[src/rtl/ocsp_pkg.sv]
// ----------------------------------------------------------------------------
// ocsp_pkg
// Types, codes, constants and helper functions for the orbit camera
// position unit.
// ----------------------------------------------------------------------------
package ocsp_pkg;

    // sequencer states
    typedef enum logic [3:0] {
        S_IDLE,
        S_UPDATE,
        S_WRAP,
        S_ROT_INIT,
        S_ROT_ITER,
        S_ROT_DONE,
        S_MUL_RS,
        S_MUL_X,
        S_MUL_Y,
        S_MUL_Z,
        S_FIN_Z,
        S_OUT
    } t_state;

    // command modes
    localparam logic [2:0] MODE_SET_RADIUS = 3'd0;
    localparam logic [2:0] MODE_SET_PHI    = 3'd1;
    localparam logic [2:0] MODE_SET_THETA  = 3'd2;
    localparam logic [2:0] MODE_ADD_RADIUS = 3'd3;
    localparam logic [2:0] MODE_SUB_PHI    = 3'd4;
    localparam logic [2:0] MODE_ADD_THETA  = 3'd5;

    // register indexes (word address)
    localparam logic [1:0] REG_CENTER_X = 2'd0;
    localparam logic [1:0] REG_CENTER_Y = 2'd1;
    localparam logic [1:0] REG_CENTER_Z = 2'd2;

    // state reset values
    localparam logic signed [15:0] RADIUS_RESET = 16'sd512;
    localparam logic [13:0]        PHI_RESET    = 14'd9651;
    localparam logic [14:0]        THETA_RESET  = 15'd12868;

    // angle limits in Q4.12
    localparam logic signed [17:0] PHI_MIN    = 18'sd41;
    localparam logic signed [17:0] PHI_MAX    = 18'sd12827;
    localparam logic signed [16:0] THETA_WRAP = 17'sd25736;

    // cordic constants in Q.28
    localparam logic signed [31:0] PI_Q28         = 32'sd843314857;
    localparam logic signed [31:0] HALF_PI_Q28    = 32'sd421657429;
    localparam logic signed [31:0] THR_HALF_PI_Q28 = 32'sd1264972286;
    localparam logic signed [31:0] TWO_PI_Q28     = 32'sd1686629714;
    localparam logic signed [31:0] GAIN_Q28       = 32'sd163008218;

    // arctangent of 2^-i in Q.28
    function automatic logic signed [31:0] atan_q28(input logic [4:0] idx);
        logic signed [31:0] v;
        case (idx)
            5'd0:  v = 32'sd210828714;
            5'd1:  v = 32'sd124459457;
            5'd2:  v = 32'sd65760959;
            5'd3:  v = 32'sd33381290;
            5'd4:  v = 32'sd16755422;
            5'd5:  v = 32'sd8385879;
            5'd6:  v = 32'sd4193963;
            5'd7:  v = 32'sd2097109;
            5'd8:  v = 32'sd1048571;
            5'd9:  v = 32'sd524287;
            5'd10: v = 32'sd262144;
            5'd11: v = 32'sd131072;
            5'd12: v = 32'sd65536;
            5'd13: v = 32'sd32768;
            5'd14: v = 32'sd16384;
            5'd15: v = 32'sd8192;
            5'd16: v = 32'sd4096;
            5'd17: v = 32'sd2048;
            5'd18: v = 32'sd1024;
            5'd19: v = 32'sd512;
            default: v = 32'sd0;
        endcase
        return v;
    endfunction

    // clamp a signed angle into the polar range
    function automatic logic [13:0] clamp_phi(input logic signed [17:0] v);
        logic [13:0] r;
        if (v < PHI_MIN) begin
            r = PHI_MIN[13:0];
        end else if (v > PHI_MAX) begin
            r = PHI_MAX[13:0];
        end else begin
            r = v[13:0];
        end
        return r;
    endfunction

    // saturate to the signed 18-bit position range
    function automatic logic signed [17:0] sat18(input logic signed [22:0] v);
        logic signed [17:0] r;
        if (v > 23'sd131071) begin
            r = 18'sd131071;
        end else if (v < -23'sd131072) begin
            r = -18'sd131072;
        end else begin
            r = v[17:0];
        end
        return r;
    endfunction

endpackage

[src/rtl/ocsp_if.sv]
// ----------------------------------------------------------------------------
// ocsp_if
// Valid/ready channels of the orbit camera position unit: the command
// channel and the position channel.
// ----------------------------------------------------------------------------

// command word: mode and operand
interface ocsp_cmd_if;
    logic               valid;
    logic               ready;
    logic [2:0]         mode;
    logic signed [15:0] operand_value;

    modport source (output valid, mode, operand_value, input ready);
    modport sink   (input valid, mode, operand_value, output ready);
endinterface

// position word: camera position and current orbit state
interface ocsp_pos_if;
    logic               valid;
    logic               ready;
    logic signed [17:0] pos_x;
    logic signed [17:0] pos_y;
    logic signed [17:0] pos_z;
    logic signed [15:0] cur_radius;
    logic [13:0]        cur_phi;
    logic [14:0]        cur_theta;

    modport source (output valid, pos_x, pos_y, pos_z, cur_radius, cur_phi, cur_theta,
                    input ready);
    modport sink   (input valid, pos_x, pos_y, pos_z, cur_radius, cur_phi, cur_theta,
                    output ready);
endinterface

[src/rtl/orbit_camera_spherical_position.sv]
// ----------------------------------------------------------------------------
// orbit_camera_spherical_position
// Orbit camera: keeps radius, polar and azimuth angle, and gives the camera
// position from them through one shared iterative cordic and multiplier.
// ----------------------------------------------------------------------------
// Usage
//   i_cmd  : command word (mode, operand_value). Taken while the sequencer is
//            idle; modes set or step radius, phi or theta.
//   o_pos  : one position word per command: centre plus spherical position,
//            together with the updated radius, phi and theta.
//   apb    : centre x/y/z at byte addresses 0, 4, 8; write only when idle.
// Sequence: the cordic rotator runs phi and then theta, one micro-rotation
//   a cycle, and the single multiplier takes four products in turn.
// Throughput: one command at a time; the sequencer is ready again in the
//   cycle after the word is loaded into the output register.
// Reset: radius 512, phi 3pi/4, theta pi, centre at the origin, no word held.
// Stall: the output register holds its word until taken; a finished second
//   result waits in the sequencer and no further command is taken.
// ----------------------------------------------------------------------------
module orbit_camera_spherical_position
    import ocsp_pkg::*;
#(
    parameter int CORDIC_ITERS = 14
) (
    input  logic               i_clk,
    input  logic               i_rst_n,
    ocsp_cmd_if.sink           i_cmd,
    ocsp_pos_if.source         o_pos,
    input  logic               psel,
    input  logic               penable,
    input  logic               pwrite,
    input  logic [3:0]         paddr,
    input  logic [31:0]        pwdata,
    output logic [31:0]        prdata,
    output logic               pready
);

    localparam int ITER_W = $clog2(CORDIC_ITERS);

    // state registers
    t_state              r_state, n_state;
    logic signed [15:0]  r_radius, n_radius;
    logic [13:0]         r_phi, n_phi;
    logic [14:0]         r_theta, n_theta;
    logic signed [15:0]  r_center_x, r_center_y, r_center_z;
    logic                r_out_valid, n_out_valid;

    // working registers
    logic [2:0]          r_mode;
    logic signed [15:0]  r_op;
    logic signed [16:0]  r_wrap, n_wrap;
    logic                r_pass, n_pass;
    logic                r_neg, n_neg;
    logic [ITER_W-1:0]   r_iter, n_iter;
    logic signed [31:0]  r_x, n_x, r_y, n_y, r_z, n_z;
    logic signed [17:0]  r_cos_phi, n_cos_phi, r_sin_phi, n_sin_phi;
    logic signed [17:0]  r_cos_th, n_cos_th, r_sin_th, n_sin_th;
    logic signed [31:0]  r_rs, n_rs;
    logic signed [49:0]  r_prod, n_prod;
    logic signed [17:0]  r_px, n_px, r_py, n_py, r_pz, n_pz;
    logic signed [17:0]  r_out_x, n_out_x, r_out_y, n_out_y, r_out_z, n_out_z;
    logic signed [15:0]  r_out_r, n_out_r;
    logic [13:0]         r_out_phi, n_out_phi;
    logic [14:0]         r_out_th, n_out_th;

    // combinational helpers
    logic                w_cfg_wr;
    logic                w_load_out;
    logic [14:0]         w_angle;
    logic signed [31:0]  w_z0;
    logic [4:0]          w_sh;
    logic signed [31:0]  w_xf, w_yf, w_crnd, w_srnd;
    logic signed [31:0]  w_mul_a;
    logic signed [17:0]  w_mul_b;
    logic signed [49:0]  w_prod, w_rnd28, w_rnd14;
    logic signed [21:0]  w_rnd;
    logic signed [15:0]  w_ctr;
    logic signed [17:0]  w_fin;
    logic signed [16:0]  w_rsum;
    logic signed [17:0]  w_phi_diff;

    // apb port
    assign pready   = 1'b1;
    assign w_cfg_wr = psel && penable && pwrite && pready;

    always_comb begin
        case (paddr[3:2])
            REG_CENTER_X: prdata = 32'(r_center_x);
            REG_CENTER_Y: prdata = 32'(r_center_y);
            REG_CENTER_Z: prdata = 32'(r_center_z);
            default:      prdata = 32'd0;
        endcase
    end

    // handshake outputs
    assign i_cmd.ready      = (r_state == S_IDLE);
    assign o_pos.valid      = r_out_valid;
    assign o_pos.pos_x      = r_out_x;
    assign o_pos.pos_y      = r_out_y;
    assign o_pos.pos_z      = r_out_z;
    assign o_pos.cur_radius = r_out_r;
    assign o_pos.cur_phi    = r_out_phi;
    assign o_pos.cur_theta  = r_out_th;

    assign w_load_out = (r_state == S_OUT) && (!r_out_valid || o_pos.ready);

    // next state
    always_comb begin
        n_state = r_state;
        case (r_state)
            S_IDLE: begin
                if (i_cmd.valid) n_state = S_UPDATE;
            end
            S_UPDATE: n_state = S_WRAP;
            S_WRAP: begin
                if (!r_wrap[16] && (r_wrap < THETA_WRAP)) n_state = S_ROT_INIT;
            end
            S_ROT_INIT: n_state = S_ROT_ITER;
            S_ROT_ITER: begin
                if (r_iter == ITER_W'(CORDIC_ITERS - 1)) n_state = S_ROT_DONE;
            end
            S_ROT_DONE: n_state = r_pass ? S_MUL_RS : S_ROT_INIT;
            S_MUL_RS:   n_state = S_MUL_X;
            S_MUL_X:    n_state = S_MUL_Y;
            S_MUL_Y:    n_state = S_MUL_Z;
            S_MUL_Z:    n_state = S_FIN_Z;
            S_FIN_Z:    n_state = S_OUT;
            S_OUT: begin
                if (w_load_out) n_state = S_IDLE;
            end
            default:    n_state = S_IDLE;
        endcase
    end

    // cordic start angle, folded into [-pi/2, pi/2] when the rotator is loaded
    assign w_angle = r_pass ? r_theta : {1'b0, r_phi};
    assign w_z0    = {1'b0, w_angle, 16'd0};

    // cordic micro-rotation and final rounding to Q.14
    assign w_sh   = 5'(r_iter);
    assign w_xf   = r_neg ? -r_x : r_x;
    assign w_yf   = r_neg ? -r_y : r_y;
    assign w_crnd = (w_xf + 32'sd8192) >>> 14;
    assign w_srnd = (w_yf + 32'sd8192) >>> 14;

    // shared multiplier operands
    always_comb begin
        case (r_state)
            S_MUL_RS: begin
                w_mul_a = 32'(r_radius);
                w_mul_b = r_sin_phi;
            end
            S_MUL_X: begin
                w_mul_a = r_rs;
                w_mul_b = r_cos_th;
            end
            S_MUL_Y: begin
                w_mul_a = r_rs;
                w_mul_b = r_sin_th;
            end
            S_MUL_Z: begin
                w_mul_a = 32'(r_radius);
                w_mul_b = r_cos_phi;
            end
            default: begin
                w_mul_a = 32'sd0;
                w_mul_b = 18'sd0;
            end
        endcase
    end

    assign w_prod = 50'(w_mul_a) * 50'(w_mul_b);

    // round the last product, add the centre coordinate, saturate
    assign w_rnd28 = (r_prod + 50'sd134217728) >>> 28;
    assign w_rnd14 = (r_prod + 50'sd8192) >>> 14;
    assign w_rnd   = (r_state == S_FIN_Z) ? w_rnd14[21:0] : w_rnd28[21:0];

    always_comb begin
        case (r_state)
            S_MUL_Y: w_ctr = r_center_x;
            S_MUL_Z: w_ctr = r_center_y;
            default: w_ctr = r_center_z;
        endcase
    end

    assign w_fin = sat18(23'(w_rnd) + 23'(w_ctr));

    // state update arithmetic
    assign w_rsum     = 17'(r_radius) + 17'(r_op);
    assign w_phi_diff = 18'({4'd0, r_phi}) - 18'(r_op);

    // datapath next values
    always_comb begin
        n_radius    = r_radius;
        n_phi       = r_phi;
        n_theta     = r_theta;
        n_wrap      = r_wrap;
        n_pass      = r_pass;
        n_neg       = r_neg;
        n_iter      = r_iter;
        n_x         = r_x;
        n_y         = r_y;
        n_z         = r_z;
        n_cos_phi   = r_cos_phi;
        n_sin_phi   = r_sin_phi;
        n_cos_th    = r_cos_th;
        n_sin_th    = r_sin_th;
        n_rs        = r_rs;
        n_prod      = r_prod;
        n_px        = r_px;
        n_py        = r_py;
        n_pz        = r_pz;
        n_out_x     = r_out_x;
        n_out_y     = r_out_y;
        n_out_z     = r_out_z;
        n_out_r     = r_out_r;
        n_out_phi   = r_out_phi;
        n_out_th    = r_out_th;
        n_out_valid = r_out_valid;

        if (r_out_valid && o_pos.ready) n_out_valid = 1'b0;

        case (r_state)
            // apply the command to radius and angles
            S_UPDATE: begin
                n_pass = 1'b0;
                n_wrap = 17'({2'd0, r_theta});
                case (r_mode)
                    MODE_SET_RADIUS: n_radius = r_op;
                    MODE_SET_PHI:    n_phi = clamp_phi(18'(r_op));
                    MODE_SET_THETA:  n_wrap = 17'(r_op);
                    MODE_ADD_RADIUS: begin
                        if (w_rsum > 17'sd32767) begin
                            n_radius = 16'sd32767;
                        end else if (w_rsum < -17'sd32768) begin
                            n_radius = -16'sd32768;
                        end else begin
                            n_radius = w_rsum[15:0];
                        end
                    end
                    MODE_SUB_PHI:    n_phi = clamp_phi(w_phi_diff);
                    MODE_ADD_THETA:  n_wrap = 17'({2'd0, r_theta}) + 17'(r_op);
                    default: ;
                endcase
            end
            // bring theta into [0, 2pi) one turn a cycle
            S_WRAP: begin
                if (r_wrap[16]) begin
                    n_wrap = r_wrap + THETA_WRAP;
                end else if (r_wrap >= THETA_WRAP) begin
                    n_wrap = r_wrap - THETA_WRAP;
                end else begin
                    n_theta = r_wrap[14:0];
                end
            end
            // load the rotator
            S_ROT_INIT: begin
                n_x    = GAIN_Q28;
                n_y    = 32'sd0;
                n_iter = '0;
                if (w_z0 > THR_HALF_PI_Q28) begin
                    n_z   = w_z0 - TWO_PI_Q28;
                    n_neg = 1'b0;
                end else if (w_z0 > HALF_PI_Q28) begin
                    n_z   = w_z0 - PI_Q28;
                    n_neg = 1'b1;
                end else begin
                    n_z   = w_z0;
                    n_neg = 1'b0;
                end
            end
            // one micro-rotation
            S_ROT_ITER: begin
                n_iter = r_iter + 1'b1;
                if (!r_z[31]) begin
                    n_x = r_x - (r_y >>> w_sh);
                    n_y = r_y + (r_x >>> w_sh);
                    n_z = r_z - atan_q28(w_sh);
                end else begin
                    n_x = r_x + (r_y >>> w_sh);
                    n_y = r_y - (r_x >>> w_sh);
                    n_z = r_z + atan_q28(w_sh);
                end
            end
            // keep cosine and sine of the angle just rotated
            S_ROT_DONE: begin
                n_pass = 1'b1;
                if (r_pass) begin
                    n_cos_th = w_crnd[17:0];
                    n_sin_th = w_srnd[17:0];
                end else begin
                    n_cos_phi = w_crnd[17:0];
                    n_sin_phi = w_srnd[17:0];
                end
            end
            S_MUL_RS: n_rs   = w_prod[31:0];
            S_MUL_X:  n_prod = w_prod;
            S_MUL_Y: begin
                n_px   = w_fin;
                n_prod = w_prod;
            end
            S_MUL_Z: begin
                n_py   = w_fin;
                n_prod = w_prod;
            end
            S_FIN_Z:  n_pz = w_fin;
            // hand the word to the output register
            S_OUT: begin
                if (w_load_out) begin
                    n_out_valid = 1'b1;
                    n_out_x     = r_px;
                    n_out_y     = r_py;
                    n_out_z     = r_pz;
                    n_out_r     = r_radius;
                    n_out_phi   = r_phi;
                    n_out_th    = r_theta;
                end
            end
            default: ;
        endcase
    end

    // control and orbit state registers
    always_ff @(posedge i_clk) begin
        if (!i_rst_n) begin
            r_state     <= S_IDLE;
            r_out_valid <= 1'b0;
            r_radius    <= RADIUS_RESET;
            r_phi       <= PHI_RESET;
            r_theta     <= THETA_RESET;
            r_center_x  <= 16'sd0;
            r_center_y  <= 16'sd0;
            r_center_z  <= 16'sd0;
        end else begin
            r_state     <= n_state;
            r_out_valid <= n_out_valid;
            r_radius    <= n_radius;
            r_phi       <= n_phi;
            r_theta     <= n_theta;
            if (w_cfg_wr) begin
                case (paddr[3:2])
                    REG_CENTER_X: r_center_x <= pwdata[15:0];
                    REG_CENTER_Y: r_center_y <= pwdata[15:0];
                    REG_CENTER_Z: r_center_z <= pwdata[15:0];
                    default: ;
                endcase
            end
        end
    end

    // working registers
    always_ff @(posedge i_clk) begin
        if (i_cmd.valid && i_cmd.ready) begin
            r_mode <= i_cmd.mode;
            r_op   <= i_cmd.operand_value;
        end
        r_wrap    <= n_wrap;
        r_pass    <= n_pass;
        r_neg     <= n_neg;
        r_iter    <= n_iter;
        r_x       <= n_x;
        r_y       <= n_y;
        r_z       <= n_z;
        r_cos_phi <= n_cos_phi;
        r_sin_phi <= n_sin_phi;
        r_cos_th  <= n_cos_th;
        r_sin_th  <= n_sin_th;
        r_rs      <= n_rs;
        r_prod    <= n_prod;
        r_px      <= n_px;
        r_py      <= n_py;
        r_pz      <= n_pz;
        r_out_x   <= n_out_x;
        r_out_y   <= n_out_y;
        r_out_z   <= n_out_z;
        r_out_r   <= n_out_r;
        r_out_phi <= n_out_phi;
        r_out_th  <= n_out_th;
    end

endmodule
[src/flat_wrapper.sv]
// flat-port wrapper written by rule: the top's interface ports become plain ports
module orbit_camera_spherical_position_flat import ocsp_pkg::*;
#(
    parameter int CORDIC_ITERS = 14
)
  (i_clk, i_rst_n, psel, penable, pwrite, paddr, pwdata, prdata, pready, i_cmd_valid, i_cmd_mode, i_cmd_operand_value, i_cmd_ready, o_pos_valid, o_pos_pos_x, o_pos_pos_y, o_pos_pos_z, o_pos_cur_radius, o_pos_cur_phi, o_pos_cur_theta, o_pos_ready);
  ocsp_cmd_if i_cmd_i ();
  ocsp_pos_if o_pos_i ();
  input  logic i_clk;
  input  logic i_rst_n;
  input  logic psel;
  input  logic penable;
  input  logic pwrite;
  input  logic [3:0] paddr;
  input  logic [31:0] pwdata;
  output logic [31:0] prdata;
  output logic pready;
  input wire logic [$bits(i_cmd_i.valid)-1:0] i_cmd_valid;
  input wire logic [$bits(i_cmd_i.mode)-1:0] i_cmd_mode;
  input wire logic [$bits(i_cmd_i.operand_value)-1:0] i_cmd_operand_value;
  output wire logic [$bits(i_cmd_i.ready)-1:0] i_cmd_ready;
  output wire logic [$bits(o_pos_i.valid)-1:0] o_pos_valid;
  output wire logic [$bits(o_pos_i.pos_x)-1:0] o_pos_pos_x;
  output wire logic [$bits(o_pos_i.pos_y)-1:0] o_pos_pos_y;
  output wire logic [$bits(o_pos_i.pos_z)-1:0] o_pos_pos_z;
  output wire logic [$bits(o_pos_i.cur_radius)-1:0] o_pos_cur_radius;
  output wire logic [$bits(o_pos_i.cur_phi)-1:0] o_pos_cur_phi;
  output wire logic [$bits(o_pos_i.cur_theta)-1:0] o_pos_cur_theta;
  input wire logic [$bits(o_pos_i.ready)-1:0] o_pos_ready;
  assign i_cmd_i.valid = i_cmd_valid;
  assign i_cmd_i.mode = i_cmd_mode;
  assign i_cmd_i.operand_value = i_cmd_operand_value;
  assign i_cmd_ready = i_cmd_i.ready;
  assign o_pos_valid = o_pos_i.valid;
  assign o_pos_pos_x = o_pos_i.pos_x;
  assign o_pos_pos_y = o_pos_i.pos_y;
  assign o_pos_pos_z = o_pos_i.pos_z;
  assign o_pos_cur_radius = o_pos_i.cur_radius;
  assign o_pos_cur_phi = o_pos_i.cur_phi;
  assign o_pos_cur_theta = o_pos_i.cur_theta;
  assign o_pos_i.ready = o_pos_ready;
  orbit_camera_spherical_position #(.CORDIC_ITERS(CORDIC_ITERS)) u_core (.i_clk(i_clk), .i_rst_n(i_rst_n), .i_cmd(i_cmd_i), .o_pos(o_pos_i), .psel(psel), .penable(penable), .pwrite(pwrite), .paddr(paddr), .pwdata(pwdata), .prdata(prdata), .pready(pready));
endmodule
[config.mk]
export PLATFORM = sky130hd
export DESIGN_NAME = orbit_camera_spherical_position_flat
export DESIGN_NICKNAME = d
export VERILOG_FILES = /design/src/rtl/ocsp_pkg.sv /design/src/rtl/ocsp_if.sv /design/src/rtl/orbit_camera_spherical_position.sv /design/src/flat_wrapper.sv
export SDC_FILE = /design/constraint.sdc
export NUM_CORES = 2
export LEC_CHECK = 0
export ABC_CLOCK_PERIOD_IN_PS = 8870
export BUFFER_PORTS_ARGS = -buffer_cell sky130_fd_sc_hd__buf_2
export CAP_MARGIN = 20
export CORE_UTILIZATION = 55
export CTS_BUF_LIST = sky130_fd_sc_hd__clkbuf_8
export DETAILED_ROUTE_END_ITERATION = 12
export GPL_TIMING_DRIVEN = 0
export PLACE_DENSITY = 0.81
export SYNTH_ARGS = -nofsm -noshare
export SYNTH_HDL_FRONTEND = slang
export SYNTH_SLANG_ARGS = --single-unit
[constraint.sdc]
create_clock -name i_clk -period 8.87 [get_ports i_clk]
set_input_delay 2.2175 -clock i_clk [delete_from_list [all_inputs] [get_ports i_clk]]
set_output_delay 2.2175 -clock i_clk [all_outputs]
set_load 0.03 [all_outputs]
**Word-level counts from Yosys, hierarchy flattened**

Memory sizes are Yosys's and may differ from the RTL's. A register that Yosys moved wholly into a read port is not among the register bits.
Cells that the tools add are included.

- Memories: 2
- ROM bits: 1792
- Bits of input ports: 62
- Flip-flop bits (word level): 543

Memories:

| memory | depth | bits a word | read ports | clocked after memory_dff | write ports | line | text |
|---|---|---|---|---|---|---|---|
| (name not given) | 32 | 28 | 1 | 1 | 0 | ocsp_pkg.sv:57 | `case (idx)` |
| (name not given) | 32 | 28 | 1 | 1 | 0 | ocsp_pkg.sv:57 |  |

- Multipliers: 1
- Multiplexer cells: 48
- Bitwise operators: 3
- Magnitude comparators: 12
- Eq/ne operators: 24
- Reductions and logical operators: 31
- Add/subtract/negate cells: 21
- Shifts and indexed selects: 2

Operators with widths:

| operator | count |
|---|---|
| $mux W32 | 11 |
| $pmux W32 S2 | 4 |
| $add A32 B32 Y32 | 3 |
| $pmux W32 S3 | 1 |
| $sub A32 B32 Y32 | 3 |
| $pmux W18 S4 | 1 |
| $pmux W17 S2 | 2 |
| $add A32 B15 Y32 const B | 2 |
| $neg A32 Y32 | 2 |
| $pmux W16 S2 | 2 |
| $sshr A32 B4 Y32 | 2 |
| $mux W14 | 4 |
| $add A50 B29 Y50 const B | 1 |
| $mul A32 B18 Y50 | 1 |
| $pmux W4 S12 | 1 |
| $add A36 B15 Y36 const B | 1 |
| $mux W18 | 2 |
| $add A16 B16 Y17 | 2 |
| $lt A17 B16 Y1 const B | 2 |
| $mux W17 | 2 |
| $mux W16 | 2 |
| $sub A31 B30 Y32 const B | 1 |
| $sub A31 B31 Y32 const B | 1 |
| $gt A31 B29 Y1 const B | 1 |
| other kinds (48) | 88 |

**Logic depth before layout (Yosys ltp)**

- Depth after elaboration: 6
- Depth in mapped cells: 35
- Depth with buffers taken out: 30

**Worst setup path after synthesis**

OpenSTA, ideal clock, no wires.

- Kind: reg2reg
- From: register u_core.r_state[2]
- To: register u_core.r_prod[45] (data pin)
- Library setup time: 266 ps
- Slack: -197 ps
- Data arrival time: 8802 ps
- Clock period less this slack: 9067 ps
- Cell stages (with the launch flop): 29
- Cells stage by stage: dfxtp_1 clkbuf_1 nand2b_1 clkbuf_1 nor2_1 clkbuf_1 a22oi_1 nand2_1 clkbuf_1 nand2_1 fa_1 inv_1 fa_1 fa_1 fa_1 fa_1 inv_1 fa_1 inv_1 ha_1 a21o_1 a21o_1 a21oi_1 o21ai_0 a2111oi_0 o21bai_1 a2111oi_0 nor3_1 xor2_1

- Word-level cells in the longest chain between the ends: 4

RTL lines:

| item | line | text |
|---|---|---|
| start: declaration | orbit_camera_spherical_position.sv:41 | `t_state r_state, n_state;` |
| start signal: assignment | orbit_camera_spherical_position.sv:336 | `r_state <= n_state;` |
| $eq A4 B3 Y1 / $eq A4 B4 Y1 (equally long branches) | orbit_camera_spherical_position.sv:148 | `case (r_state)` |
| $reduce_or A2 Y1 (no line) | -- |  |
| $pmux W32 S2 | orbit_camera_spherical_position.sv:148 |  |
| $mul A32 B18 Y50 * | orbit_camera_spherical_position.sv:172 | `assign w_prod = 50'(w_mul_a) * 50'(w_mul_b);` |
| net u_core.w_prod[45] | orbit_camera_spherical_position.sv:75 | `logic signed [49:0] w_prod, w_rnd28, w_rnd14;` |
| end signal: assignment | orbit_camera_spherical_position.sv:370 | `r_prod <= n_prod;` |
| end: declaration | orbit_camera_spherical_position.sv:59 | `logic signed [49:0] r_prod, n_prod;` |

Mark *: on every way through the listed nets, which the timed path passes. The rest lies on a longest branch.
A chain may end at the register's enable or synchronous reset.

**Worst setup path in the final report**

- From: register u_core.r_state[3]
- To: register u_core.r_prod[47] (data pin)

The elaborated chain is that of the path after synthesis.

==> qor.txt <==
clock skew - 70.7 ps
Post-Syn Area - 0.0573 mm^2
initial drt markers - 5340
cell mode on critical path - fa_1
Seq pwr share - 29.9%
Clk network pwr share - 22.3%
WP data required - 9370 ps
drt pass-1 iters - 6
Root Buffer - clkbuf_8
P_int - 6.83 mW
Die Wd - 325 um
sw power - 4.99 mW
maximum VDD drop - 0.174 mV
PortBufs - 175
critical path launch point type - register
Async SR Flop Fraction - 0%
Post-Syn Nets - 7149
CTS tree - built
initial antenna violation count - 10
Crit Path Category - register to register
Final Hold Fails - 0
layout cells sized above 1 - 11.1%
sequential cell area - 0.0155 mm^2
routed via count - 49300
die area - 0.106 mm^2
syn_area_per_cell - 9.21 um^2
# fillers - 8466
Worst Hold Class - register to register
vias in the first global route - 48700
Synth cell types - 89
power per cell area - 186 mW/mm^2
RePlAce Congestion - 1.03
Worst Tran Pin Value - 1260 ps
Avg WL per Cell - 22.3 um
Clk Latency, worst-skew pair - 780 ps
number of top-level pins - 196
RSZ-0062 raised after global routing - false
largest net degree at the start of global routing - 55
CTS Buffer Depth - 3
CP arrival - 9200 ps
Leak - 26.8 nW
Max-slew headroom - 16.1%
setup TNS - 0 ps
Worst-path clk slew - 90 ps
Syn-to-layout area delta - 10.8%
CTS buffer count - 95
row count - 118
Final nets - 7457
Syn Inst Count - 6225
first-pass GRT wire length - 274000 um
Post-DRT Antenna Nets - 0
Post-synth EDFFs - 432
critical path capture point type - register
initial core utilization - 55.4%
critical path's largest stage delay - 610 ps
fin util - 61.4%
depth of the CTS H-tree - 3
Antenna diodes - 0
Post-Place Setup Slack - -2850 ps
GRT Util Overall - 33.4%
DRT Wirelength - 178000 um
Tmin final - 8690 ps
register bit total from synthesis - 557
remaining global-route overflow - 0
MaxCap Viol Count - 0
status - finished, final reports clean
Logic pwr share - 47.8%
core footprint - 0.103 mm^2
period utilization - 98.0%
worst-path fanout max - 10
Die Y-Extent - 325 um
Post-route DRC - 0
CTS Sinks - 557
fmax - 115 MHz
Seq/Total Area, Yosys - 27.0%
switch share - 42.2%
Primary FF master, synth - edfxtp_1
Multi-input gate area - 0.0382 mm^2
final max-slew violation count - 0
post-detail-place hpwl - 138000 um
vias per inst - 6.17
Final setup viols - 0
setup ws final - 179 ps
Post-CTS Hold Buffers - 0
YS warnings - 0
CP max stage cell - fa_1
registers in the layout, indices dropped and copies added, names as in the netlist, 32 cells and up, named ones only:
name and flops:
u_core.r_x 32, u_core.r_prod 37, u_core.r_rs 32, u_core.r_z 32, u_core.r_y 32
cells in the mapped netlist, types with 40 or more instances:
cell type,n,area (um^2)
nand2_1,788,2960
clkbuf_1,259,972
xor2_1,168,1470
a21oi_1,358,1790
dfxtp_1,125,2500
edfxtp_1,432,13000
o21a_1,44,330
xnor2_1,187,1640
o211ai_1,40,300
mux2i_1,111,1110
a21o_1,100,751
nor3_1,102,510
mux4_2,55,1240
a31oi_1,71,444
a21boi_0,76,571
inv_1,751,2820
ha_1,302,3780
o21ai_0,257,1290
nor2_1,558,2090
nand2b_1,47,294
nand3_1,108,541
a211oi_1,49,368
a22oi_1,59,443
fa_1,560,11200
through the flow:
| stage | hold WS, ps | instance area (um^2) | power, mW | instances |
|---|---|---|---|---|
| 2_1_floorplan | 400 | 57300 | 7.60 | 6225 |
| 3_3_place_gp | 402 | 59900 | 8.85 | 7780 |
| 5_1_grt | 402 | 63500 | 12.5 | 7994 |
| 6_report | 399 | 63500 | 11.8 | 7994 |
| 4_1_cts | 398 | 63200 | 11.7 | 7990 |
| 3_5_place_dp | 405 | 60200 | 8.97 | 7794 |
power groups by stage:
stage | clock (mW) | sequential [mW] | combinational (mW)
floorplan | 0 | 3.40 | 4.21
global route | 2.75 | 3.55 | 6.16
finish | 2.63 | 3.54 | 5.65
detailed placement | 0 | 3.55 | 5.43
CTS | 2.65 | 3.51 | 5.50
global placement | 0 | 3.56 | 5.29
metal layers:
| metal | share of wire (%) | GRT usage, % |
|---|---|---|
| met1 | 37 | 41.4 |
| met2 | 46 | 53.4 |
| met3 | 11 | 7.57 |
| met4 | 6.5 | 19.7 |
| met5 | 0.054 | 0.362 |
final timing paths:
| check | startpoint | depth (start not counted) | slack, ps | end |
|---|---|---|---|---|
| setup reg to reg | u_core.r_state[3]$_SDFFE_PN0P_ | 32 | 180 | u_core.r_prod[47]$_DFFE_PP_ |
| setup / recovery | u_core.r_state[3]$_SDFFE_PN0P_ | 32 | 180 | u_core.r_prod[47]$_DFFE_PP_ |
| hold reg to reg | u_core.r_py[0]$_DFFE_PN_ | 0 | 400 | u_core.o_pos.pos_y[0]$_DFFE_PP_ |
| hold / removal | u_core.r_py[0]$_DFFE_PN_ | 0 | 400 | u_core.o_pos.pos_y[0]$_DFFE_PP_ |
cell usage in the layout (no fill, tap or decap), types with 55 or more instances in the layout:
| cell | instances |
|---|---|
| inv_1 | 772 |
| edfxtp_1 | 432 |
| buf_4 | 70 |
| nor2_1 | 553 |
| fa_1 | 558 |
| buf_2 | 196 |
| nand2_1 | 780 |
| a21o_1 | 97 |
| dfxtp_1 | 123 |
| mux2i_1 | 111 |
| xor2_1 | 165 |
| clkbuf_8 | 110 |
| a31oi_1 | 69 |
| ha_1 | 300 |
| a21oi_1 | 342 |
| xnor2_1 | 184 |
| a21boi_0 | 76 |
| nor3_1 | 98 |
| mux4_2 | 55 |
| nand3_1 | 108 |
| clkbuf_1 | 171 |
| o21ai_0 | 253 |
area by class of cell:
| cell class | instances | area share, % |
|---|---|---|
| well taps | 1380 | 2.72 |
| plain buffers | 308 | 2.52 |
| inverters | 757 | 4.49 |
| clock buffers | 106 | 2.30 |
| repair buffers | 235 | 2.42 |
| multi-input cells | 4579 | 60.1 |
| clock inverters | 72 | 1.05 |
| flip-flops and latches | 557 | 24.4 |
cell families after synthesis:
kind of cell	count (synthesis)	share of synthesized area, %
AOI/OAI and AO/OA	1283	14.4
xor gates and xnor gates	355	5.42
adders and majority gates	862	26.1
buffers and inverters	1089	7.39
DFF	557	27.0
muxes	219	5.51
other	1	0.00654
and+or+nand+nor	1859	14.1
critical path, delay by kind of cell (launching register included):
family	cells	cell delay [ps]
xor gates and xnor gates	1	380
and+or+nand+nor	4	540
adders and majority gates	7	3570
buffers and inverters	10	1630
AOI/OAI and AO/OA	10	1970
DFF	1	330
timing repair:
action / in CTS / in global routing
endpoints found under the setup margin: 48 / 13
setup buffers: 38 / 6
endpoints found under the hold margin: 0 / 0
cloned: 0 / 1
gates resized for setup: 204 / 86
pin swaps: 21 / 10
Power figures use the tool's default switching activity.
